`src/rtl/rrsr_pkg.sv`:
```
// Shared types, constants and the corner inset table for the rounded
// rectangle span rasterizer. No dependencies.
package rrsr_pkg;

  localparam int unsigned CoordW = 15;
  localparam int unsigned SpanXyW = 16;
  localparam int unsigned SpanWhW = 14;
  localparam int unsigned RadW = 4;
  localparam int unsigned MathW = 18;

  typedef enum logic [1:0] {
    ST_IDLE,
    ST_ROWS,
    ST_TAIL,
    ST_FLUSH
  } state_e;

  typedef struct packed {
    logic            load;
    logic            step;
    logic            tail;
    logic            flush;
    logic [RadW-1:0] row;
    logic [1:0]      sub;
  } cmd_t;

  typedef struct packed {
    logic rows_done;
    logic stall;
    logic out_free;
  } sts_t;

  typedef logic [255:0][RadW-1:0] inset_tab_t;

  // inset(r,i) = (2r+1-c)/2, c the ceiling integer square root of 4r^2-(2r-2i-1)^2
  function automatic inset_tab_t build_inset_tab();
    inset_tab_t tab;
    int d;
    int q;
    int c;
    tab = '0;
    for (int r = 0; r < 16; r++) begin
      for (int i = 0; i < 16; i++) begin
        d = 2 * r - 2 * i - 1;
        q = 4 * r * r - d * d;
        if (q <= 0) begin
          tab[r * 16 + i] = RadW'(r);
        end else begin
          c = 64;
          for (int s = 63; s >= 0; s--) begin
            if (s * s >= q) c = s;
          end
          tab[r * 16 + i] = RadW'((2 * r + 1 - c) / 2);
        end
      end
    end
    return tab;
  endfunction

  localparam inset_tab_t InsetTab = build_inset_tab();

endpackage

```
`src/rtl/rounded_rect_span_raster.sv`:
```
// Rounded rectangle span rasterizer: one rectangle in, up to 60 spans out.
// The sequencer takes one slot per cycle unless the output stalls: four slots per
// corner row plus one row check, four tail slots, one flush and one idle state.
// A rounded rectangle has one corner row per unit of its clamped radius, which is
// at most MAX_RADIUS. One rectangle at a time; each span is held until a later
// span or the flush shows whether it is the last; no span gives an empty marker.
// Reset (rst_ni low, asynchronous) clears the sequencer and all valid flags.
module rounded_rect_span_raster #(
  parameter int unsigned MAX_RADIUS = 15
) (
  input  logic        clk_i,
  input  logic        rst_ni,
  input  logic        s_axis_tvalid,
  output logic        s_axis_tready,
  // rect_x[14:0], rect_y[29:15], rect_w[44:30], rect_h[59:45], radius[74:60],
  // corner_mask[78:75], zero[79]
  input  logic [79:0] s_axis_tdata,
  // kind[0]
  input  logic        s_axis_tuser,
  output logic        m_axis_tvalid,
  input  logic        m_axis_tready,
  // span_x[15:0], span_y[31:16], span_w[45:32], span_h[59:46], zero[63:60]
  output logic [63:0] m_axis_tdata,
  // empty_res[0]
  output logic        m_axis_tuser,
  output logic        m_axis_tlast
);

  rrsr_pkg::cmd_t cmd;
  rrsr_pkg::sts_t sts;
  logic [15:0] sx, sy;
  logic [13:0] sw, sh;

  rrsr_ctrl u_ctrl (
    .clk_i      (clk_i),
    .rst_ni     (rst_ni),
    .in_valid_i (s_axis_tvalid),
    .in_ready_o (s_axis_tready),
    .sts_i      (sts),
    .cmd_o      (cmd)
  );

  rrsr_dp #(.MAX_RADIUS(MAX_RADIUS)) u_dp (
    .clk_i         (clk_i),
    .rst_ni        (rst_ni),
    .cmd_i         (cmd),
    .sts_o         (sts),
    .kind_i        (s_axis_tuser),
    .rect_x_i      (s_axis_tdata[14:0]),
    .rect_y_i      (s_axis_tdata[29:15]),
    .rect_w_i      (s_axis_tdata[44:30]),
    .rect_h_i      (s_axis_tdata[59:45]),
    .radius_i      (s_axis_tdata[74:60]),
    .corner_mask_i (s_axis_tdata[78:75]),
    .out_valid_o   (m_axis_tvalid),
    .out_ready_i   (m_axis_tready),
    .span_x_o      (sx),
    .span_y_o      (sy),
    .span_w_o      (sw),
    .span_h_o      (sh),
    .last_o        (m_axis_tlast),
    .empty_res_o   (m_axis_tuser)
  );

  assign m_axis_tdata = {4'b0000, sh, sw, sy, sx};

endmodule

```
`src/rtl/rrsr_ctrl.sv`:
```
// Sequencer for the span rasterizer: walks corner rows and four slots per
// row, then the tail spans, then flushes the held span. Uses rrsr_pkg.
module rrsr_ctrl (
  input  logic          clk_i,
  input  logic          rst_ni,
  input  logic          in_valid_i,
  output logic          in_ready_o,
  input  rrsr_pkg::sts_t sts_i,
  output rrsr_pkg::cmd_t cmd_o
);

  rrsr_pkg::state_e state_q, state_d;
  logic [rrsr_pkg::RadW-1:0] row_q, row_d;
  logic [1:0] sub_q, sub_d;

  always_ff @(posedge clk_i or negedge rst_ni) begin
    if (!rst_ni) begin
      state_q <= rrsr_pkg::ST_IDLE;
      row_q   <= '0;
      sub_q   <= '0;
    end else begin
      state_q <= state_d;
      row_q   <= row_d;
      sub_q   <= sub_d;
    end
  end

  always_comb begin
    state_d    = state_q;
    row_d      = row_q;
    sub_d      = sub_q;
    cmd_o      = '0;
    cmd_o.row  = row_q;
    cmd_o.sub  = sub_q;
    in_ready_o = 1'b0;
    unique case (state_q)
      rrsr_pkg::ST_IDLE: begin
        in_ready_o = 1'b1;
        if (in_valid_i) begin
          cmd_o.load = 1'b1;
          state_d    = rrsr_pkg::ST_ROWS;
          row_d      = '0;
          sub_d      = '0;
        end
      end
      rrsr_pkg::ST_ROWS: begin
        if (sts_i.rows_done) begin
          state_d = rrsr_pkg::ST_TAIL;
          sub_d   = '0;
        end else begin
          cmd_o.step = 1'b1;
          if (!sts_i.stall) begin
            sub_d = sub_q + 2'd1;
            if (sub_q == 2'd3) row_d = row_q + 1'b1;
          end
        end
      end
      rrsr_pkg::ST_TAIL: begin
        cmd_o.step = 1'b1;
        cmd_o.tail = 1'b1;
        if (!sts_i.stall) begin
          sub_d = sub_q + 2'd1;
          if (sub_q == 2'd3) state_d = rrsr_pkg::ST_FLUSH;
        end
      end
      rrsr_pkg::ST_FLUSH: begin
        cmd_o.flush = 1'b1;
        if (sts_i.out_free) state_d = rrsr_pkg::ST_IDLE;
      end
      default: state_d = rrsr_pkg::ST_IDLE;
    endcase
  end

endmodule

```
`src/rtl/rrsr_dp.sv`:
```
// Datapath for the span rasterizer: input registers, radius clamp, inset
// lookup, span arithmetic, one held span and the output register. Uses rrsr_pkg.
module rrsr_dp #(
  parameter int unsigned MAX_RADIUS = 15
) (
  input  logic                                clk_i,
  input  logic                                rst_ni,
  input  rrsr_pkg::cmd_t                      cmd_i,
  output rrsr_pkg::sts_t                      sts_o,
  input  logic                                kind_i,
  input  logic signed [rrsr_pkg::CoordW-1:0]  rect_x_i,
  input  logic signed [rrsr_pkg::CoordW-1:0]  rect_y_i,
  input  logic signed [rrsr_pkg::CoordW-1:0]  rect_w_i,
  input  logic signed [rrsr_pkg::CoordW-1:0]  rect_h_i,
  input  logic signed [rrsr_pkg::CoordW-1:0]  radius_i,
  input  logic [3:0]                          corner_mask_i,
  output logic                                out_valid_o,
  input  logic                                out_ready_i,
  output logic signed [rrsr_pkg::SpanXyW-1:0] span_x_o,
  output logic signed [rrsr_pkg::SpanXyW-1:0] span_y_o,
  output logic [rrsr_pkg::SpanWhW-1:0]        span_w_o,
  output logic [rrsr_pkg::SpanWhW-1:0]        span_h_o,
  output logic                                last_o,
  output logic                                empty_res_o
);

  localparam int unsigned MW = rrsr_pkg::MathW;
  localparam int unsigned CW = rrsr_pkg::CoordW;
  localparam int unsigned RW = rrsr_pkg::RadW;

  logic kind_q;
  logic signed [CW-1:0] x_q, y_q, w_q, h_q;
  logic [RW-1:0] rad_q;
  logic [3:0] mask_q;
  logic rnd_q;

  logic [CW-1:0] rad_c;
  always_comb begin
    rad_c = '0;
    if (radius_i > 0 && rect_w_i > 0 && rect_h_i > 0) begin
      rad_c = CW'(radius_i);
      if (rad_c > CW'(rect_w_i >>> 1)) rad_c = CW'(rect_w_i >>> 1);
      if (rad_c > CW'(rect_h_i >>> 1)) rad_c = CW'(rect_h_i >>> 1);
      if (rad_c > CW'(MAX_RADIUS)) rad_c = CW'(MAX_RADIUS);
    end
  end

  always_ff @(posedge clk_i) begin
    if (cmd_i.load) begin
      kind_q <= kind_i;
      x_q    <= rect_x_i;
      y_q    <= rect_y_i;
      w_q    <= rect_w_i;
      h_q    <= rect_h_i;
      rad_q  <= rad_c[RW-1:0];
      mask_q <= corner_mask_i;
      rnd_q  <= (rad_c != '0) && (corner_mask_i != 4'd0);
    end
  end

  // inset of this row and of the row above, per corner where rounded
  logic [RW-1:0] ins_cur, ins_prv;
  logic [RW-1:0] rowm1;
  assign rowm1   = cmd_i.row - 1'b1;
  assign ins_cur = rrsr_pkg::InsetTab[{rad_q, cmd_i.row}];
  assign ins_prv = rrsr_pkg::InsetTab[{rad_q, rowm1}];

  logic signed [MW-1:0] xs, ys, ws, hs, rs, is;
  logic signed [MW-1:0] c0, c1, c2, c3, p0, p1, p2, p3;
  logic signed [MW-1:0] cx, cy, cw, ch;
  logic used, cand_v;

  always_comb begin
    xs = MW'(x_q);
    ys = MW'(y_q);
    ws = MW'(w_q);
    hs = MW'(h_q);
    rs = MW'(signed'({1'b0, rad_q}));
    is = MW'(signed'({1'b0, cmd_i.row}));
    c0 = mask_q[0] ? MW'(signed'({1'b0, ins_cur})) : '0;
    c1 = mask_q[1] ? MW'(signed'({1'b0, ins_cur})) : '0;
    c2 = mask_q[2] ? MW'(signed'({1'b0, ins_cur})) : '0;
    c3 = mask_q[3] ? MW'(signed'({1'b0, ins_cur})) : '0;
    p0 = mask_q[0] ? MW'(signed'({1'b0, ins_prv})) : '0;
    p1 = mask_q[1] ? MW'(signed'({1'b0, ins_prv})) : '0;
    p2 = mask_q[2] ? MW'(signed'({1'b0, ins_prv})) : '0;
    p3 = mask_q[3] ? MW'(signed'({1'b0, ins_prv})) : '0;
    cx = xs;
    cy = ys;
    cw = ws;
    ch = MW'(1);
    used = 1'b0;
    if (!cmd_i.tail) begin
      if (!kind_q || cmd_i.row == '0) begin
        unique case (cmd_i.sub)
          2'd0: begin
            used = 1'b1; cx = xs + c0; cy = ys + is; cw = ws - c0 - c1;
          end
          2'd1: begin
            used = 1'b1; cx = xs + c2; cy = ys + hs - MW'(1) - is; cw = ws - c2 - c3;
          end
          default: used = 1'b0;
        endcase
      end else begin
        used = 1'b1;
        unique case (cmd_i.sub)
          2'd0: begin
            cx = xs + c0; cy = ys + is; cw = (p0 > c0) ? p0 - c0 : MW'(1);
          end
          2'd1: begin
            cx = xs + ws - ((p1 > c1) ? p1 : c1 + MW'(1)); cy = ys + is;
            cw = (p1 > c1) ? p1 - c1 : MW'(1);
          end
          2'd2: begin
            cx = xs + c2; cy = ys + hs - MW'(1) - is;
            cw = (p2 > c2) ? p2 - c2 : MW'(1);
          end
          default: begin
            cx = xs + ws - ((p3 > c3) ? p3 : c3 + MW'(1)); cy = ys + hs - MW'(1) - is;
            cw = (p3 > c3) ? p3 - c3 : MW'(1);
          end
        endcase
      end
    end else if (!kind_q) begin
      used = (cmd_i.sub == 2'd0);
      if (rnd_q) begin
        cy = ys + rs; ch = hs - (rs <<< 1);
      end else begin
        ch = hs;
      end
    end else if (w_q > 0 && h_q > 0) begin
      if (rnd_q) begin
        used = (cmd_i.sub == 2'd0) || (cmd_i.sub == 2'd1);
        cx = (cmd_i.sub == 2'd1) ? xs + ws - MW'(1) : xs;
        cy = ys + rs; cw = MW'(1); ch = hs - (rs <<< 1);
      end else begin
        used = 1'b1;
        unique case (cmd_i.sub)
          2'd0: ch = MW'(1);
          2'd1: begin cx = xs + ws - MW'(1); cw = MW'(1); ch = hs; end
          2'd2: begin cy = ys + hs - MW'(1); ch = MW'(1); end
          default: begin cw = MW'(1); ch = hs; end
        endcase
      end
    end
    cand_v = cmd_i.step && used && (cw > 0) && (ch > 0);
  end

  // held span: sent on once a later span shows it is not the last, or by the flush as the last
  logic pend_v_q, pend_v_d;
  logic signed [rrsr_pkg::SpanXyW-1:0] pend_x_q, pend_y_q;
  logic [rrsr_pkg::SpanWhW-1:0] pend_w_q, pend_h_q;
  logic out_v_q, out_v_d, out_free, out_load;
  logic [rrsr_pkg::SpanXyW-1:0] out_x_q, out_y_q;
  logic [rrsr_pkg::SpanWhW-1:0] out_w_q, out_h_q;
  logic out_last_q, out_empty_q;
  logic stall, commit;

  assign out_free = !out_v_q || out_ready_i;
  assign stall    = cand_v && pend_v_q && !out_free;
  assign commit   = cand_v && !stall;
  assign out_load = (commit && pend_v_q) || (cmd_i.flush && out_free);

  always_comb begin
    pend_v_d = pend_v_q;
    if (commit) pend_v_d = 1'b1;
    else if (cmd_i.flush && out_free) pend_v_d = 1'b0;
    out_v_d = out_v_q && !out_ready_i;
    if (out_load) out_v_d = 1'b1;
  end

  always_ff @(posedge clk_i or negedge rst_ni) begin
    if (!rst_ni) begin
      pend_v_q <= 1'b0;
      out_v_q  <= 1'b0;
    end else begin
      pend_v_q <= pend_v_d;
      out_v_q  <= out_v_d;
    end
  end

  always_ff @(posedge clk_i) begin
    if (commit) begin
      pend_x_q <= cx[rrsr_pkg::SpanXyW-1:0];
      pend_y_q <= cy[rrsr_pkg::SpanXyW-1:0];
      pend_w_q <= cw[rrsr_pkg::SpanWhW-1:0];
      pend_h_q <= ch[rrsr_pkg::SpanWhW-1:0];
    end
    if (out_load) begin
      out_x_q     <= pend_v_q ? pend_x_q : '0;
      out_y_q     <= pend_v_q ? pend_y_q : '0;
      out_w_q     <= pend_v_q ? pend_w_q : '0;
      out_h_q     <= pend_v_q ? pend_h_q : '0;
      out_last_q  <= cmd_i.flush;
      out_empty_q <= cmd_i.flush && !pend_v_q;
    end
  end

  assign sts_o.rows_done = !rnd_q || (cmd_i.row >= rad_q);
  assign sts_o.stall     = stall;
  assign sts_o.out_free  = out_free;

  assign out_valid_o = out_v_q;
  assign span_x_o    = out_x_q;
  assign span_y_o    = out_y_q;
  assign span_w_o    = out_w_q;
  assign span_h_o    = out_h_q;
  assign last_o      = out_last_q;
  assign empty_res_o = out_empty_q;

endmodule

```
`config.mk`:
```
export PLATFORM = sky130hd
export DESIGN_NAME = rounded_rect_span_raster
export DESIGN_NICKNAME = d
export VERILOG_FILES = /design/src/rtl/rrsr_pkg.sv /design/src/rtl/rounded_rect_span_raster.sv /design/src/rtl/rrsr_ctrl.sv /design/src/rtl/rrsr_dp.sv
export SDC_FILE = /design/constraint.sdc
export NUM_CORES = 1
export LEC_CHECK = 0
export ABC_CLOCK_PERIOD_IN_PS = 8670
export BUFFER_PORTS_ARGS = -buffer_cell sky130_fd_sc_hd__buf_4
export CELL_PAD_IN_SITES_DETAIL_PLACEMENT = 1
export CELL_PAD_IN_SITES_GLOBAL_PLACEMENT = 2
export CORE_ASPECT_RATIO = 0.9
export CORE_MARGIN = 2
export CORE_UTILIZATION = 35
export DETAILED_ROUTE_END_ITERATION = 7
export GPL_ROUTABILITY_DRIVEN = 0
export MAX_ROUTING_LAYER = met4
export PLACE_DENSITY = 0.8
export SETUP_SLACK_MARGIN = 0.3
export SYNTH_ARGS = -nofsm -noshare
export SYNTH_HDL_FRONTEND = slang
export SYNTH_SLANG_ARGS = --single-unit
```
`constraint.sdc`:
```
create_clock -name clk_i -period 8.67 [get_ports clk_i]
set_clock_uncertainty 0.2 [all_clocks]
set_input_delay 0.867 -clock clk_i [delete_from_list [all_inputs] [get_ports clk_i]]
set_output_delay 0.867 -clock clk_i [all_outputs]
set_load 0.01 [all_outputs]
```
==> results of run 1 <==
[cell usage in the layout (no fill, tap or decap), types with 16 or more instances in the layout]
cell type and instances:
sky130_fd_sc_hd__clkbuf_16 25, sky130_fd_sc_hd__fa_1 21, sky130_fd_sc_hd__buf_4 197, sky130_fd_sc_hd__nand2_1 203, sky130_fd_sc_hd__nor3_1 56, sky130_fd_sc_hd__and2_1 83
sky130_fd_sc_hd__nand4_1 28, sky130_fd_sc_hd__o22ai_1 25, sky130_fd_sc_hd__nor2_1 145, sky130_fd_sc_hd__o211ai_1 30, sky130_fd_sc_hd__o21a_1 23, sky130_fd_sc_hd__a31oi_1 42
sky130_fd_sc_hd__nor4_1 33, sky130_fd_sc_hd__a21o_1 36, sky130_fd_sc_hd__and3_1 17, sky130_fd_sc_hd__a221oi_1 16, sky130_fd_sc_hd__a21oi_1 151, sky130_fd_sc_hd__nand2b_1 40
sky130_fd_sc_hd__nand3_1 77, sky130_fd_sc_hd__a211oi_1 39, sky130_fd_sc_hd__inv_1 154, sky130_fd_sc_hd__ha_1 164, sky130_fd_sc_hd__nor2b_1 34, sky130_fd_sc_hd__xor2_1 45
sky130_fd_sc_hd__o21ai_0 161, sky130_fd_sc_hd__xnor2_1 94, sky130_fd_sc_hd__edfxtp_1 192
[layout make-up]
type | count | share of cell area
tap | 756 | 0.0418
antenna | 2 | 0.000221
multi-input combinational | 1837 | 0.560
sequential | 202 | 0.266
timing repair buffer | 200 | 0.0676
clock inverter | 13 | 0.00780
clock buffer | 31 | 0.0295
inverter | 161 | 0.0267
[stage by stage]
| stage | hold WS, ps | setup slack, ps |
|---|---|---|
| finish | 299 | 888 |
| global route | 283 | 457 |
| CTS | 276 | 977 |
| detailed placement | 312 | 1020 |
| global placement | 306 | 1160 |
| floorplan | 303 | 302 |
[sequential cells by signal (all words and copies together), names as in the netlist, 2 cells and up]
name / count
u_dp.x_q: 15
u_dp.rad_q: 4
u_dp.mask_q: 4
u_dp.w_q: 15
u_ctrl.state_q: 2
u_dp.y_q: 15
u_dp.pend_x_q: 16
u_dp.pend_h_q: 14
u_dp.pend_w_q: 14
u_ctrl.sub_q: 2
u_dp.pend_y_q: 16
u_dp.span_w_o: 14
u_dp.span_x_o: 16
u_dp.span_y_o: 16
u_ctrl.row_q: 4
u_dp.h_q: 15
u_dp.span_h_o: 14
[critical path: stages (launching register included)]
cell	delay [ps]
sky130_fd_sc_hd__dfrtp_1	380
sky130_fd_sc_hd__inv_1	370
sky130_fd_sc_hd__ha_1	600
sky130_fd_sc_hd__nand2b_1	190
sky130_fd_sc_hd__a211o_1	300
sky130_fd_sc_hd__a31oi_1	200
sky130_fd_sc_hd__a211oi_1	110
sky130_fd_sc_hd__a31oi_1	490
sky130_fd_sc_hd__and2_1	240
sky130_fd_sc_hd__ha_1	170
sky130_fd_sc_hd__inv_1	60
sky130_fd_sc_hd__fa_1	430
sky130_fd_sc_hd__xor2_1	190
sky130_fd_sc_hd__ha_1	340
sky130_fd_sc_hd__a21oi_1	240
sky130_fd_sc_hd__nand2_1	130
sky130_fd_sc_hd__a211oi_4	350
sky130_fd_sc_hd__o31ai_4	130
sky130_fd_sc_hd__o211a_1	250
sky130_fd_sc_hd__a211oi_2	210
sky130_fd_sc_hd__o211ai_1	170
sky130_fd_sc_hd__or4_1	550
sky130_fd_sc_hd__nand4bb_1	370
sky130_fd_sc_hd__a31oi_1	440
sky130_fd_sc_hd__nor2_4	80
sky130_fd_sc_hd__buf_4	260
[metal layers]
metal  share of wire  vias up  global-route usage
li1                -     8800                   -
met3           0.054      102              0.0286
met2            0.47      594               0.415
met4           0.025        0              0.0634
met5               0        -                   -
met1            0.46     9318               0.346
[worst max-delay path by stage]
stage,start,end,slack (ps),depth (start not counted)
6_report,u_ctrl.row_q[1]$_DFFE_PN0P_,u_dp.span_w_o[3]$_SDFFCE_PN0P_,890,25
5_1_grt,u_ctrl.row_q[1]$_DFFE_PN0P_,u_dp.pend_x_q[12]$_DFFE_PP_,460,27
4_1_cts,u_ctrl.row_q[1]$_DFFE_PN0P_,u_dp.span_w_o[3]$_SDFFCE_PN0P_,980,25
3_5_place_dp,u_ctrl.row_q[1]$_DFFE_PN0P_,u_dp.span_x_o[1]$_SDFFCE_PN0P_,1020,25
3_3_place_gp,u_ctrl.row_q[1]$_DFFE_PN0P_,u_dp.span_w_o[1]$_SDFFCE_PN0P_,1160,25
2_1_floorplan,u_ctrl.row_q[1]$_DFFE_PN0P_,u_dp.empty_res_o$_DFFE_PP_,300,27
[kinds of logic (layout without fill, tap and decap cells)]
group / Yosys count / count (layout)
other: 1 / 6
XOR/XNOR: 139 / 139
multiplexers: 23 / 23
AO/OA/AOI/OAI: 686 / 686
flip-flops: 202 / 202
buffers and inverters: 296 / 405
AND/OR/NAND/NOR: 799 / 799
adder cells (fa/ha/maj): 186 / 186
[power breakdown]
part | total [mW] | leakage (nW) | switching [mW] | internal, mW
sequential | 1.69 | 1.91 | 0.245 | 1.45
clock | 1.08 | 0.410 | 0.414 | 0.664
combinational | 5.32 | 6.47 | 3.37 | 1.95
total | 8.09 | 8.79 | 4.03 | 4.06
==> impl_results.html, run 1 <==
<table>
<tr><th>Metric</th><th>Value</th></tr>
<tr><th colspan="2">Layout</th></tr>
<tr><td>Fraction of final layout cells with drive strength greater than 1</td><td>0.119</td></tr>
<tr><td>Cell area after layout</td><td>22600 um^2</td></tr>
<tr><td>Fill cell total of the finished layout</td><td>6630</td></tr>
<tr><td>Core utilization of the finished layout</td><td>0.405</td></tr>
<tr><td>Filler-free cell count of the finished design</td><td>3202</td></tr>
<tr><td>Area of the multi-input gates</td><td>12700 um^2</td></tr>
<tr><td>Syn-to-layout area delta</td><td>14.2%</td></tr>
<tr><td>Final layout net count</td><td>2697</td></tr>
<tr><td>Register area</td><td>6020 um^2</td></tr>
<tr><th colspan="2">Yosys</th></tr>
<tr><td>Number of distinct library cells after synthesis</td><td>98</td></tr>
<tr><td>Compound-gate portion of the synthesized area</td><td>0.230</td></tr>
<tr><td>Top cell type's share of synthesized area</td><td>0.291</td></tr>
<tr><td>Adder-cell share of the synthesized area</td><td>0.125</td></tr>
<tr><td>Post-synth design cell area</td><td>19800 um^2</td></tr>
<tr><td>Post-synthesis xor/xnor area fraction</td><td>0.0615</td></tr>
<tr><td>Number of flops mapped to enable cells by yosys</td><td>192</td></tr>
<tr><td>Number of storage elements in the synthesis netlist</td><td>202</td></tr>
<tr><td>Main combinational cell family by area after synthesis</td><td>compound AO/OA/AOI/OAI gates</td></tr>
<tr><td>Leading post-synthesis cells by instance count</td><td>sky130_fd_sc_hd__nand2_1, sky130_fd_sc_hd__edfxtp_1, sky130_fd_sc_hd__ha_1, sky130_fd_sc_hd__o21ai_0, sky130_fd_sc_hd__inv_1</td></tr>
<tr><td>Most used DFF post-synth</td><td>sky130_fd_sc_hd__edfxtp_1</td></tr>
<tr><td>Mean cell area of the mapped netlist</td><td>8.49 um^2</td></tr>
<tr><td>Share of cell area taken by muxes after synthesis</td><td>0.0133</td></tr>
<tr><td>Share of synthesized flip-flops with an asynchronous set or reset</td><td>0.0495</td></tr>
<tr><td>Number of warning messages in the yosys log</td><td>0</td></tr>
<tr><td>Sequential-to-total area share from yosys stat</td><td>0.304</td></tr>
<tr><td>Simple-gate share of the synthesized area</td><td>0.207</td></tr>
<tr><td>Syn Inst Count</td><td>2332</td></tr>
<tr><td>Synth area leaders</td><td>sky130_fd_sc_hd__edfxtp_1, sky130_fd_sc_hd__ha_1, sky130_fd_sc_hd__xnor2_1</td></tr>
<tr><td>Library cell occupying the most area in the post-synthesis netlist</td><td>sky130_fd_sc_hd__edfxtp_1</td></tr>
<tr><td>Top-count cell post-synth</td><td>sky130_fd_sc_hd__nand2_1</td></tr>
<tr><th colspan="2">Worst setup path</th></tr>
<tr><td>Data required, critical path</td><td>8720 ps</td></tr>
<tr><td>Depth of the worst register-to-register path</td><td>25</td></tr>
<tr><td>Reg2Reg Launch Point</td><td>u_ctrl.row_q[1]$_DFFE_PN0P_</td></tr>
<tr><td>Startpoint-to-endpoint class of the critical path</td><td>flop to flop</td></tr>
<tr><td>Worst Setup Start Kind</td><td>flop</td></tr>
<tr><td>Capturing point of the worst reg2reg path</td><td>u_dp.span_w_o[3]$_SDFFCE_PN0P_</td></tr>
<tr><td>Worst path arrival time</td><td>7830 ps</td></tr>
<tr><td>R2R setup slack</td><td>890 ps</td></tr>
<tr><td>Crit. End Element</td><td>flop</td></tr>
<tr><td>Peak fanout along the critical path</td><td>25</td></tr>
<tr><th colspan="2">STA</th></tr>
<tr><td>Highest Clock Rate</td><td>129 MHz</td></tr>
<tr><td>Tightest slew margin relative to the limit</td><td>0.256</td></tr>
<tr><td>Unrepaired setup endpoints after global routing</td><td>false</td></tr>
<tr><td>Final-report setup violation count</td><td>0</td></tr>
<tr><td>Aggregate negative setup slack</td><td>0 ps</td></tr>
<tr><td>Fin. Hold Viols</td><td>0</td></tr>
<tr><td>Max Slew Vio Count</td><td>0</td></tr>
<tr><td>Share of the cycle needed by the critical path after routing</td><td>0.898</td></tr>
<tr><td>Min Clock Period, post-route</td><td>7780 ps</td></tr>
<tr><td>Transition time at the pin with the least slew margin</td><td>1110 ps</td></tr>
<tr><th colspan="2">Clocking</th></tr>
<tr><td>Num CTS Buffers</td><td>24</td></tr>
<tr><td>Hold Buf Count CTS</td><td>1</td></tr>
<tr><td>Clock buffer depth</td><td>3</td></tr>
<tr><td>H-Tree Depth</td><td>1</td></tr>
<tr><td>Postcts setup bufs</td><td>0</td></tr>
<tr><td>Clk pin slew, worst setup/hold paths</td><td>60 ps</td></tr>
<tr><td>Clock Sinks</td><td>202</td></tr>
<tr><td>TritonCTS clock tree</td><td>done</td></tr>
<tr><td>Clock latency on the worst-skew pair</td><td>540 ps</td></tr>
<tr><td>Number of instances resized during post-cts repair</td><td>0</td></tr>
<tr><td>Root Buffer</td><td>sky130_fd_sc_hd__clkbuf_16</td></tr>
<tr><th colspan="2">Run status</th></tr>
<tr><td>Outcome</td><td>finished, final reports clean</td></tr>
<tr><th colspan="2">Drt</th></tr>
<tr><td>WL/cell</td><td>23.2 um</td></tr>
<tr><td>Iteration-0 DRC count of the detailed router</td><td>1710</td></tr>
<tr><td>Remaining antenna violation count</td><td>0</td></tr>
<tr><td>Vias per cell</td><td>5.88</td></tr>
<tr><td>Via count of the routed design</td><td>18.8k</td></tr>
<tr><td>Residual DRC</td><td>0</td></tr>
<tr><td>First-pass detailed-route iteration total</td><td>6</td></tr>
<tr><td>Final wirelength</td><td>74100 um</td></tr>
<tr><th colspan="2">Min path</th></tr>
<tr><td>Endpoint with the worst hold slack</td><td>u_dp.y_q[1]$_DFFE_PP_</td></tr>
<tr><td>Hold path start</td><td>s_axis_tdata[16]</td></tr>
<tr><td>Depth of the worst hold-timing path</td><td>1</td></tr>
<tr><td>Path class of the lowest-slack min-delay path</td><td>primary input to flop</td></tr>
<tr><th colspan="2">GRT</th></tr>
<tr><td>Total track usage</td><td>0.258</td></tr>
<tr><td>First-pass GRT wire length</td><td>115000 um</td></tr>
<tr><td>Largest net degree at the start of global routing</td><td>72</td></tr>
<tr><td>Number of antenna violations at the first check in global routing</td><td>2</td></tr>
<tr><td>Total overflow reported by the global router</td><td>0</td></tr>
<tr><td>Vias in the first global route</td><td>19.4k</td></tr>
<tr><th colspan="2">Flow run</th></tr>
<tr><td>Max capacitance violation total</td><td>0</td></tr>
<tr><th colspan="2">Pwr</th></tr>
<tr><td>Total power density per cell area</td><td>358 nW/um^2</td></tr>
<tr><td>Overall power</td><td>8.09 mW</td></tr>
<tr><td>Leakage power</td><td>8.79 nW</td></tr>
<tr><td>Worst ir drop on vdd</td><td>0.000140 V</td></tr>
<tr><th colspan="2">Place</th></tr>
<tr><td>Placed cells</td><td>3155</td></tr>
<tr><td>Dpl cell area</td><td>21800 um^2</td></tr>
<tr><td>IO Port Bufs</td><td>147</td></tr>
<tr><td>Hpwl dp</td><td>56900 um</td></tr>
<tr><th colspan="2">Die</th></tr>
<tr><td>Count of boundary I/O pins</td><td>153</td></tr>
<tr><td>Starting density of the core</td><td>0.355</td></tr>
<tr><td>Number of core rows</td><td>82</td></tr>
<tr><td>Die area</td><td>58500 um^2</td></tr>
<tr><td>Die X-Extent</td><td>255 um</td></tr>
<tr><td>Die extent in y</td><td>230 um</td></tr>
<tr><td>Core footprint</td><td>55800 um^2</td></tr>
</table>
Power figures use the tool's default switching activity.
==> inputs of run 2 (changes only) <==
--- a/config.mk
+++ b/config.mk
@@ -5,17 +5,16 @@
 export SDC_FILE = /design/constraint.sdc
 export NUM_CORES = 1
 export LEC_CHECK = 0
-export ABC_CLOCK_PERIOD_IN_PS = 8670
+export ABC_CLOCK_PERIOD_IN_PS = 8050
 export BUFFER_PORTS_ARGS = -buffer_cell sky130_fd_sc_hd__buf_4
 export CELL_PAD_IN_SITES_DETAIL_PLACEMENT = 1
 export CELL_PAD_IN_SITES_GLOBAL_PLACEMENT = 2
 export CORE_ASPECT_RATIO = 0.9
 export CORE_MARGIN = 2
-export CORE_UTILIZATION = 35
+export CORE_UTILIZATION = 38
 export DETAILED_ROUTE_END_ITERATION = 7
-export GPL_ROUTABILITY_DRIVEN = 0
 export MAX_ROUTING_LAYER = met4
-export PLACE_DENSITY = 0.8
+export PLACE_DENSITY = 0.83
 export SETUP_SLACK_MARGIN = 0.3
 export SYNTH_ARGS = -nofsm -noshare
 export SYNTH_HDL_FRONTEND = slang
==> constraint.sdc (replaced) <==
create_clock -name clk_i -period 8.05 [get_ports clk_i]
set_clock_uncertainty 0.2 [all_clocks]
set_input_delay 0.805 -clock clk_i [delete_from_list [all_inputs] [get_ports clk_i]]
set_output_delay 0.805 -clock clk_i [all_outputs]
set_load 0.01 [all_outputs]
==> impl_results.html, run 2 (synthesis results as in run 1) <==
<table>
<tr><th>Metric</th><th>Value</th></tr>
<tr><th colspan="2">Place</th></tr>
<tr><td>Routability Congestion</td><td>0.960</td></tr>
<tr><td>IO Port Bufs</td><td>147</td></tr>
<tr><td>Hpwl dp</td><td>57600 um</td></tr>
<tr><th colspan="2">Flow run</th></tr>
<tr><td>Max capacitance violation total</td><td>0</td></tr>
<tr><th colspan="2">Layout</th></tr>
<tr><td>Syn-to-layout area delta</td><td>14.5%</td></tr>
<tr><td>Most used cells in the layout excluding fill and tap cells</td><td>sky130_fd_sc_hd__buf_4, sky130_fd_sc_hd__nand2_1, sky130_fd_sc_hd__edfxtp_1</td></tr>
<tr><td>Most common cell after layout, fill and taps aside</td><td>sky130_fd_sc_hd__buf_4</td></tr>
<tr><td>Fraction of final layout cells with drive strength greater than 1</td><td>0.126</td></tr>
<tr><td>Core utilization of the finished layout</td><td>0.439</td></tr>
<tr><td>Diode count</td><td>0</td></tr>
<tr><td>Final layout net count</td><td>2705</td></tr>
<tr><th colspan="2">STA</th></tr>
<tr><td>Final-report setup violation count</td><td>0</td></tr>
<tr><td>Fin. Hold Viols</td><td>0</td></tr>
<tr><td>Share of the cycle needed by the critical path after routing</td><td>0.928</td></tr>
<tr><td>Max Slew Vio Count</td><td>0</td></tr>
<tr><td>Highest Clock Rate</td><td>134 MHz</td></tr>
<tr><td>Tightest slew margin relative to the limit</td><td>0.286</td></tr>
<tr><td>Unrepaired setup endpoints after global routing</td><td>false</td></tr>
<tr><td>Aggregate negative setup slack</td><td>0 ps</td></tr>
<tr><td>Transition time at the pin with the least slew margin</td><td>1070 ps</td></tr>
<tr><td>Min Clock Period, post-route</td><td>7470 ps</td></tr>
<tr><th colspan="2">GRT</th></tr>
<tr><td>Number of antenna violations at the first check in global routing</td><td>0</td></tr>
<tr><td>First-pass GRT wire length</td><td>115000 um</td></tr>
<tr><td>Largest net degree at the start of global routing</td><td>66</td></tr>
<tr><td>Total overflow reported by the global router</td><td>0</td></tr>
<tr><td>Total track usage</td><td>0.282</td></tr>
<tr><td>Vias in the first global route</td><td>19.5k</td></tr>
<tr><th colspan="2">Clocking</th></tr>
<tr><td>TritonCTS clock tree</td><td>done</td></tr>
<tr><td>Clk pin slew, worst setup/hold paths</td><td>80 ps</td></tr>
<tr><td>H-Tree Depth</td><td>1</td></tr>
<tr><td>Num CTS Buffers</td><td>24</td></tr>
<tr><td>Clock Sinks</td><td>202</td></tr>
<tr><td>Clock latency on the worst-skew pair</td><td>550 ps</td></tr>
<tr><td>Root Buffer</td><td>sky130_fd_sc_hd__clkbuf_16</td></tr>
<tr><td>Clock buffer depth</td><td>3</td></tr>
<tr><th colspan="2">Worst setup path</th></tr>
<tr><td>R2R setup slack</td><td>580 ps</td></tr>
<tr><td>Depth of the worst register-to-register path</td><td>26</td></tr>
<tr><td>Worst Setup Start Kind</td><td>flop</td></tr>
<tr><td>Startpoint-to-endpoint class of the critical path</td><td>flop to flop</td></tr>
<tr><td>Peak fanout along the critical path</td><td>47</td></tr>
<tr><td>Reg2Reg Launch Point</td><td>u_ctrl.row_q[1]$_DFFE_PN0P_</td></tr>
<tr><td>Capturing point of the worst reg2reg path</td><td>u_dp.span_w_o[2]$_SDFFCE_PN0P_</td></tr>
<tr><td>Crit. End Element</td><td>flop</td></tr>
<tr><td>Worst path arrival time</td><td>7520 ps</td></tr>
<tr><td>Critical path launch point</td><td>u_ctrl.row_q[1]$_DFFE_PN0P_</td></tr>
<tr><td>Data required, critical path</td><td>8100 ps</td></tr>
<tr><td>Destination of the critical timing path</td><td>u_dp.span_w_o[2]$_SDFFCE_PN0P_</td></tr>
<tr><th colspan="2">Pwr</th></tr>
<tr><td>Combinational fraction of design power</td><td>0.664</td></tr>
<tr><td>Cell internal power dissipation</td><td>4.37 mW</td></tr>
<tr><td>Worst ir drop on vdd</td><td>0.000190 V</td></tr>
<tr><td>Power share of the clock group</td><td>0.129</td></tr>
<tr><td>Overall power</td><td>8.80 mW</td></tr>
<tr><td>Total power density per cell area</td><td>388 nW/um^2</td></tr>
<tr><td>Net switching power</td><td>4.43 mW</td></tr>
<tr><td>Leakage power</td><td>8.83 nW</td></tr>
<tr><td>Portion of total power attributed to sequential cells</td><td>0.207</td></tr>
<tr><td>Switch share</td><td>0.503</td></tr>
<tr><th colspan="2">Drt</th></tr>
<tr><td>Remaining antenna violation count</td><td>0</td></tr>
<tr><td>Vias per cell</td><td>6.05</td></tr>
<tr><td>WL/cell</td><td>23.9 um</td></tr>
<tr><td>Via count of the routed design</td><td>19.0k</td></tr>
<tr><td>Iteration-0 DRC count of the detailed router</td><td>1375</td></tr>
<tr><td>Residual DRC</td><td>0</td></tr>
<tr><td>First-pass detailed-route iteration total</td><td>6</td></tr>
<tr><td>Final wirelength</td><td>75000 um</td></tr>
<tr><th colspan="2">Die</th></tr>
<tr><td>Core footprint</td><td>51600 um^2</td></tr>
<tr><td>Die area</td><td>54000 um^2</td></tr>
<tr><td>Number of core rows</td><td>79</td></tr>
<tr><td>Die X-Extent</td><td>245 um</td></tr>
<tr><td>Starting density of the core</td><td>0.384</td></tr>
<tr><td>Count of boundary I/O pins</td><td>153</td></tr>
<tr><td>Die extent in y</td><td>221 um</td></tr>
<tr><th colspan="2">Run status</th></tr>
<tr><td>Outcome</td><td>finished, final reports clean</td></tr>
<tr><th colspan="2">Min path</th></tr>
<tr><td>Path class of the lowest-slack min-delay path</td><td>primary input to flop</td></tr>
</table>
[run 2: worst max-delay path, cell delays in order (launching register included)]
cell and delay [ps]:
sky130_fd_sc_hd__dfrtp_1 390, sky130_fd_sc_hd__clkinvlp_4 230, sky130_fd_sc_hd__ha_1 410, sky130_fd_sc_hd__clkinvlp_4 240
sky130_fd_sc_hd__mux2i_1 200, sky130_fd_sc_hd__mux2_2 170, sky130_fd_sc_hd__mux4_2 230, sky130_fd_sc_hd__nand2_1 90
sky130_fd_sc_hd__a31oi_4 310, sky130_fd_sc_hd__and2_2 300, sky130_fd_sc_hd__ha_1 220, sky130_fd_sc_hd__inv_1 60
sky130_fd_sc_hd__fa_1 450, sky130_fd_sc_hd__xor2_1 200, sky130_fd_sc_hd__ha_1 340, sky130_fd_sc_hd__a21oi_1 240
sky130_fd_sc_hd__nand2_1 130, sky130_fd_sc_hd__a211oi_4 340, sky130_fd_sc_hd__o31ai_4 170, sky130_fd_sc_hd__o211a_1 270
sky130_fd_sc_hd__a211oi_2 200, sky130_fd_sc_hd__o211ai_1 160, sky130_fd_sc_hd__or4_1 550, sky130_fd_sc_hd__nand4bb_2 370
sky130_fd_sc_hd__a31oi_2 340, sky130_fd_sc_hd__nor2_4 70, sky130_fd_sc_hd__buf_12 200
[run 2: power groups by stage]
stage | Sequential [mW] | Clock (mW) | Combinational (mW)
3_5_place_dp | 1.84 | 0 | 5.66
2_1_floorplan | 1.74 | 0 | 3.80
3_3_place_gp | 1.82 | 0 | 5.51
5_1_grt | 1.85 | 1.19 | 6.39
4_1_cts | 1.82 | 1.16 | 5.70
6_report | 1.82 | 1.14 | 5.85
[run 2: layout make-up]
cell class | instances | area (um^2)
inverters | 161 | 613
clock inverters | 13 | 165
clock buffers | 30 | 644
multi-input cells | 1837 | 12800
fillers | 6066 | 28900
flip-flops and latches | 202 | 6020
well taps | 688 | 861
repair buffers | 208 | 1600
[run 2: through the flow]
step / setup WS, ps / area (um^2) / cells / hold WS (ps)
floorplan: 351 / 19800 / 2335 / 303
global placement: 262 / 21700 / 3091 / 306
detailed placement: 193 / 21700 / 3091 / 313
CTS: 297 / 22500 / 3135 / 206
global route: 275 / 22700 / 3139 / 218
finish: 577 / 22700 / 3139 / 223
[run 2: per-layer routing]
layer  up-vias  track usage  part of all wire
met4         0       0.0866             0.031
met1      9405        0.371              0.45
met5         -            -                 0
met3       124       0.0341             0.060
li1       8821            -                 -
met2       653        0.454              0.46
[run 2: how the worst min path moves through the flow]
stage	endpoint	slack (ps)	cells after the start	from
6_report	u_dp.x_q[0]$_DFFE_PP_	220	1	s_axis_tdata[0]
5_1_grt	u_dp.x_q[0]$_DFFE_PP_	220	1	s_axis_tdata[0]
4_1_cts	u_dp.x_q[0]$_DFFE_PP_	210	1	s_axis_tdata[0]
3_5_place_dp	u_dp.span_x_o[10]$_SDFFCE_PN0P_	310	1	u_dp.pend_x_q[10]$_DFFE_PP_
3_3_place_gp	u_dp.span_x_o[9]$_SDFFCE_PN0P_	310	1	u_dp.pend_x_q[9]$_DFFE_PP_
2_1_floorplan	u_dp.span_h_o[0]$_SDFFCE_PN0P_	300	1	u_dp.pend_h_q[0]$_DFFE_PP_
[run 2: repair_timing]
action                                  in CTS  in global routing
hold buffers                                 1                  0
hold endpoints to repair                    10                  0
setup buffers                                0                  4
resized for setup                            2                 17
endpoints found under the setup margin       5                144
pin swaps                                    0                  0
==> inputs of run 3 (changes only) <==
--- a/config.mk
+++ b/config.mk
@@ -5,16 +5,17 @@
 export SDC_FILE = /design/constraint.sdc
 export NUM_CORES = 1
 export LEC_CHECK = 0
-export ABC_CLOCK_PERIOD_IN_PS = 8050
+export ABC_CLOCK_PERIOD_IN_PS = 9100
 export BUFFER_PORTS_ARGS = -buffer_cell sky130_fd_sc_hd__buf_4
 export CELL_PAD_IN_SITES_DETAIL_PLACEMENT = 1
 export CELL_PAD_IN_SITES_GLOBAL_PLACEMENT = 2
 export CORE_ASPECT_RATIO = 0.9
 export CORE_MARGIN = 2
-export CORE_UTILIZATION = 38
+export CORE_UTILIZATION = 41
+export CTS_CLUSTER_SIZE = 8
 export DETAILED_ROUTE_END_ITERATION = 7
 export MAX_ROUTING_LAYER = met4
-export PLACE_DENSITY = 0.83
+export PLACE_DENSITY = 0.88
 export SETUP_SLACK_MARGIN = 0.3
 export SYNTH_ARGS = -nofsm -noshare
 export SYNTH_HDL_FRONTEND = slang
==> constraint.sdc (replaced) <==
create_clock -name clk_i -period 9.1 [get_ports clk_i]
set_clock_uncertainty 0.2 [all_clocks]
set_input_delay 0.91 -clock clk_i [delete_from_list [all_inputs] [get_ports clk_i]]
set_output_delay 0.91 -clock clk_i [all_outputs]
set_load 0.01 [all_outputs]
==> impl_results.html, run 3 (synthesis results as in run 1) <==
<table>
<tr><th>Metric</th><th>Value</th></tr>
<tr><th colspan="2">Run status</th></tr>
<tr><td>Outcome</td><td>finished, final reports clean</td></tr>
<tr><th colspan="2">Drt</th></tr>
<tr><td>Via count of the routed design</td><td>18.9k</td></tr>
<tr><td>WL/cell</td><td>24.4 um</td></tr>
<tr><td>Vias per cell</td><td>6.17</td></tr>
<tr><td>First-pass detailed-route iteration total</td><td>5</td></tr>
<tr><td>Remaining antenna violation count</td><td>0</td></tr>
<tr><td>Final wirelength</td><td>74900 um</td></tr>
<tr><td>Residual DRC</td><td>0</td></tr>
<tr><td>Iteration-0 DRC count of the detailed router</td><td>1352</td></tr>
<tr><th colspan="2">GRT</th></tr>
<tr><td>Number of antenna violations at the first check in global routing</td><td>0</td></tr>
<tr><td>Largest net degree at the start of global routing</td><td>72</td></tr>
<tr><td>Total track usage</td><td>0.303</td></tr>
<tr><td>First-pass GRT wire length</td><td>115000 um</td></tr>
<tr><td>Vias in the first global route</td><td>19.5k</td></tr>
<tr><td>Total overflow reported by the global router</td><td>0</td></tr>
<tr><th colspan="2">Worst setup path</th></tr>
<tr><td>Crit. End Element</td><td>flop</td></tr>
<tr><td>Startpoint-to-endpoint class of the critical path</td><td>flop to flop</td></tr>
<tr><td>Library cell contributing the largest single delay on the critical path</td><td>sky130_fd_sc_hd__xnor2_1</td></tr>
<tr><td>Data required, critical path</td><td>9280 ps</td></tr>
<tr><td>Worst path arrival time</td><td>8030 ps</td></tr>
<tr><td>Most frequent CP cell</td><td>sky130_fd_sc_hd__nor2b_1</td></tr>
<tr><td>Peak fanout along the critical path</td><td>17</td></tr>
<tr><td>Worst Setup Start Kind</td><td>flop</td></tr>
<tr><td>Largest stage delay on the critical path</td><td>870 ps</td></tr>
<tr><th colspan="2">Layout</th></tr>
<tr><td>Fraction of final layout cells with drive strength greater than 1</td><td>0.118</td></tr>
<tr><td>Core utilization of the finished layout</td><td>0.472</td></tr>
<tr><td>Syn-to-layout area delta</td><td>13.7%</td></tr>
<tr><td>Most common cell after layout, fill and taps aside</td><td>sky130_fd_sc_hd__nand2_1</td></tr>
<tr><td>Final layout net count</td><td>2706</td></tr>
<tr><td>Most used cells in the layout excluding fill and tap cells</td><td>sky130_fd_sc_hd__nand2_1, sky130_fd_sc_hd__buf_4, sky130_fd_sc_hd__edfxtp_1</td></tr>
<tr><th colspan="2">STA</th></tr>
<tr><td>Aggregate negative setup slack</td><td>0 ps</td></tr>
<tr><td>Unrepaired setup endpoints after global routing</td><td>false</td></tr>
<tr><td>Final-report setup violation count</td><td>0</td></tr>
<tr><td>Tightest slew margin relative to the limit</td><td>0.182</td></tr>
<tr><td>Min Clock Period, post-route</td><td>7850 ps</td></tr>
<tr><td>Max Slew Vio Count</td><td>0</td></tr>
<tr><td>Share of the cycle needed by the critical path after routing</td><td>0.862</td></tr>
<tr><td>Fin. Hold Viols</td><td>0</td></tr>
<tr><td>Highest Clock Rate</td><td>127 MHz</td></tr>
<tr><td>Transition time at the pin with the least slew margin</td><td>1220 ps</td></tr>
<tr><th colspan="2">Die</th></tr>
<tr><td>Core footprint</td><td>47700 um^2</td></tr>
<tr><td>Die extent in y</td><td>212 um</td></tr>
<tr><td>Die X-Extent</td><td>236 um</td></tr>
<tr><td>Die area</td><td>50100 um^2</td></tr>
<tr><td>Count of boundary I/O pins</td><td>153</td></tr>
<tr><td>Starting density of the core</td><td>0.415</td></tr>
<tr><td>Number of core rows</td><td>76</td></tr>
<tr><th colspan="2">Pwr</th></tr>
<tr><td>Worst ir drop on vdd</td><td>0.000135 V</td></tr>
<tr><td>Total power density per cell area</td><td>346 nW/um^2</td></tr>
<tr><td>Leakage power</td><td>8.82 nW</td></tr>
<tr><th colspan="2">Clocking</th></tr>
<tr><td>Postcts setup bufs</td><td>0</td></tr>
<tr><td>Clk pin slew, worst setup/hold paths</td><td>60 ps</td></tr>
<tr><td>Number of instances resized during post-cts repair</td><td>0</td></tr>
<tr><td>Clock buffer depth</td><td>3</td></tr>
<tr><td>TritonCTS clock tree</td><td>done</td></tr>
<tr><td>Num CTS Buffers</td><td>30</td></tr>
<tr><td>Clock Sinks</td><td>202</td></tr>
<tr><td>Hold Buf Count CTS</td><td>1</td></tr>
<tr><td>Root Buffer</td><td>sky130_fd_sc_hd__clkbuf_16</td></tr>
<tr><td>Clock latency on the worst-skew pair</td><td>570 ps</td></tr>
<tr><td>H-Tree Depth</td><td>1</td></tr>
<tr><th colspan="2">Place</th></tr>
<tr><td>Routability Congestion</td><td>0.972</td></tr>
<tr><td>Hpwl dp</td><td>57200 um</td></tr>
<tr><td>IO Port Bufs</td><td>147</td></tr>
<tr><th colspan="2">Min path</th></tr>
<tr><td>Path class of the lowest-slack min-delay path</td><td>primary input to flop</td></tr>
<tr><th colspan="2">Flow run</th></tr>
<tr><td>Max capacitance violation total</td><td>0</td></tr>
</table>
run 3: final timing paths:
path / start / to / slack [ps] / depth (start not counted)
worst max-delay path: u_ctrl.row_q[2]$_DFFE_PN0P_ / u_dp.pend_x_q[12]$_DFFE_PP_ / 1250 / 26
worst min-delay path: s_axis_tdata[19] / u_dp.y_q[4]$_DFFE_PP_ / 310 / 1
worst max register to register: u_ctrl.row_q[2]$_DFFE_PN0P_ / u_dp.pend_x_q[12]$_DFFE_PP_ / 1250 / 26
worst min register to register: u_dp.pend_h_q[7]$_DFFE_PP_ / u_dp.span_h_o[7]$_SDFFCE_PN0P_ / 320 / 1
max in group asynchronous: rst_ni / u_dp.pend_v_q$_DFFE_PN0P_ / 7990 / 2
min in group asynchronous: rst_ni / u_ctrl.row_q[2]$_DFFE_PN0P_ / 540 / 2
run 3: worst max-delay path, delay by kind of cell (launching register included):
family | cells | cell delay [ps]
multiplexers | 1 | 580
AO/OA/AOI/OAI | 9 | 2220
XOR/XNOR | 2 | 930
buffers and inverters | 2 | 500
adder cells (fa/ha/maj) | 4 | 1060
AND/OR/NAND/NOR | 8 | 1440
flip-flops | 1 | 690
run 3: layer usage:
| layer | global-route usage | up-vias | share of wire | routed length [um] |
|---|---|---|---|---|
| met5 | - | - | 0 | 0 |
| met1 | 0.389 | 9480 | 0.45 | 33900 |
| met4 | 0.0804 | 0 | 0.026 | 1960 |
| met2 | 0.511 | 539 | 0.47 | 35600 |
| met3 | 0.0362 | 111 | 0.047 | 3500 |
| li1 | - | 8819 | - | - |
run 3: power breakdown:
group	internal [mW]	leakage (nW)	switching, mW
logic	1.86	6.49	3.24
registers	1.38	1.91	0.239
clock network	0.651	0.421	0.407
total	3.90	8.82	3.89
run 3: final cells by class:
| cell class | instances | area (um^2) |
|---|---|---|
| multi-input cells | 1837 | 12700 |
| fillers | 5616 | 25200 |
| clock inverters | 2 | 37.5 |
| inverters | 161 | 604 |
| well taps | 624 | 781 |
| repair buffers | 203 | 1550 |
| diodes | 1 | 2.50 |
| flip-flops and latches | 202 | 6020 |
| clock buffers | 42 | 837 |
run 3: metrics by stage:
step | setup WS (ps) | hold slack (ps) | instance area, um^2 | power, mW | instances
after floorplan | 732 | 303 | 19800 | 4.90 | 2335
after global placement | 1430 | 303 | 21600 | 6.46 | 3026
after detailed placement | 1300 | 313 | 21600 | 6.63 | 3026
after CTS | 1270 | 290 | 22500 | 7.74 | 3071
after global routing | 602 | 297 | 22500 | 8.32 | 3071
final | 1250 | 312 | 22500 | 7.78 | 3072
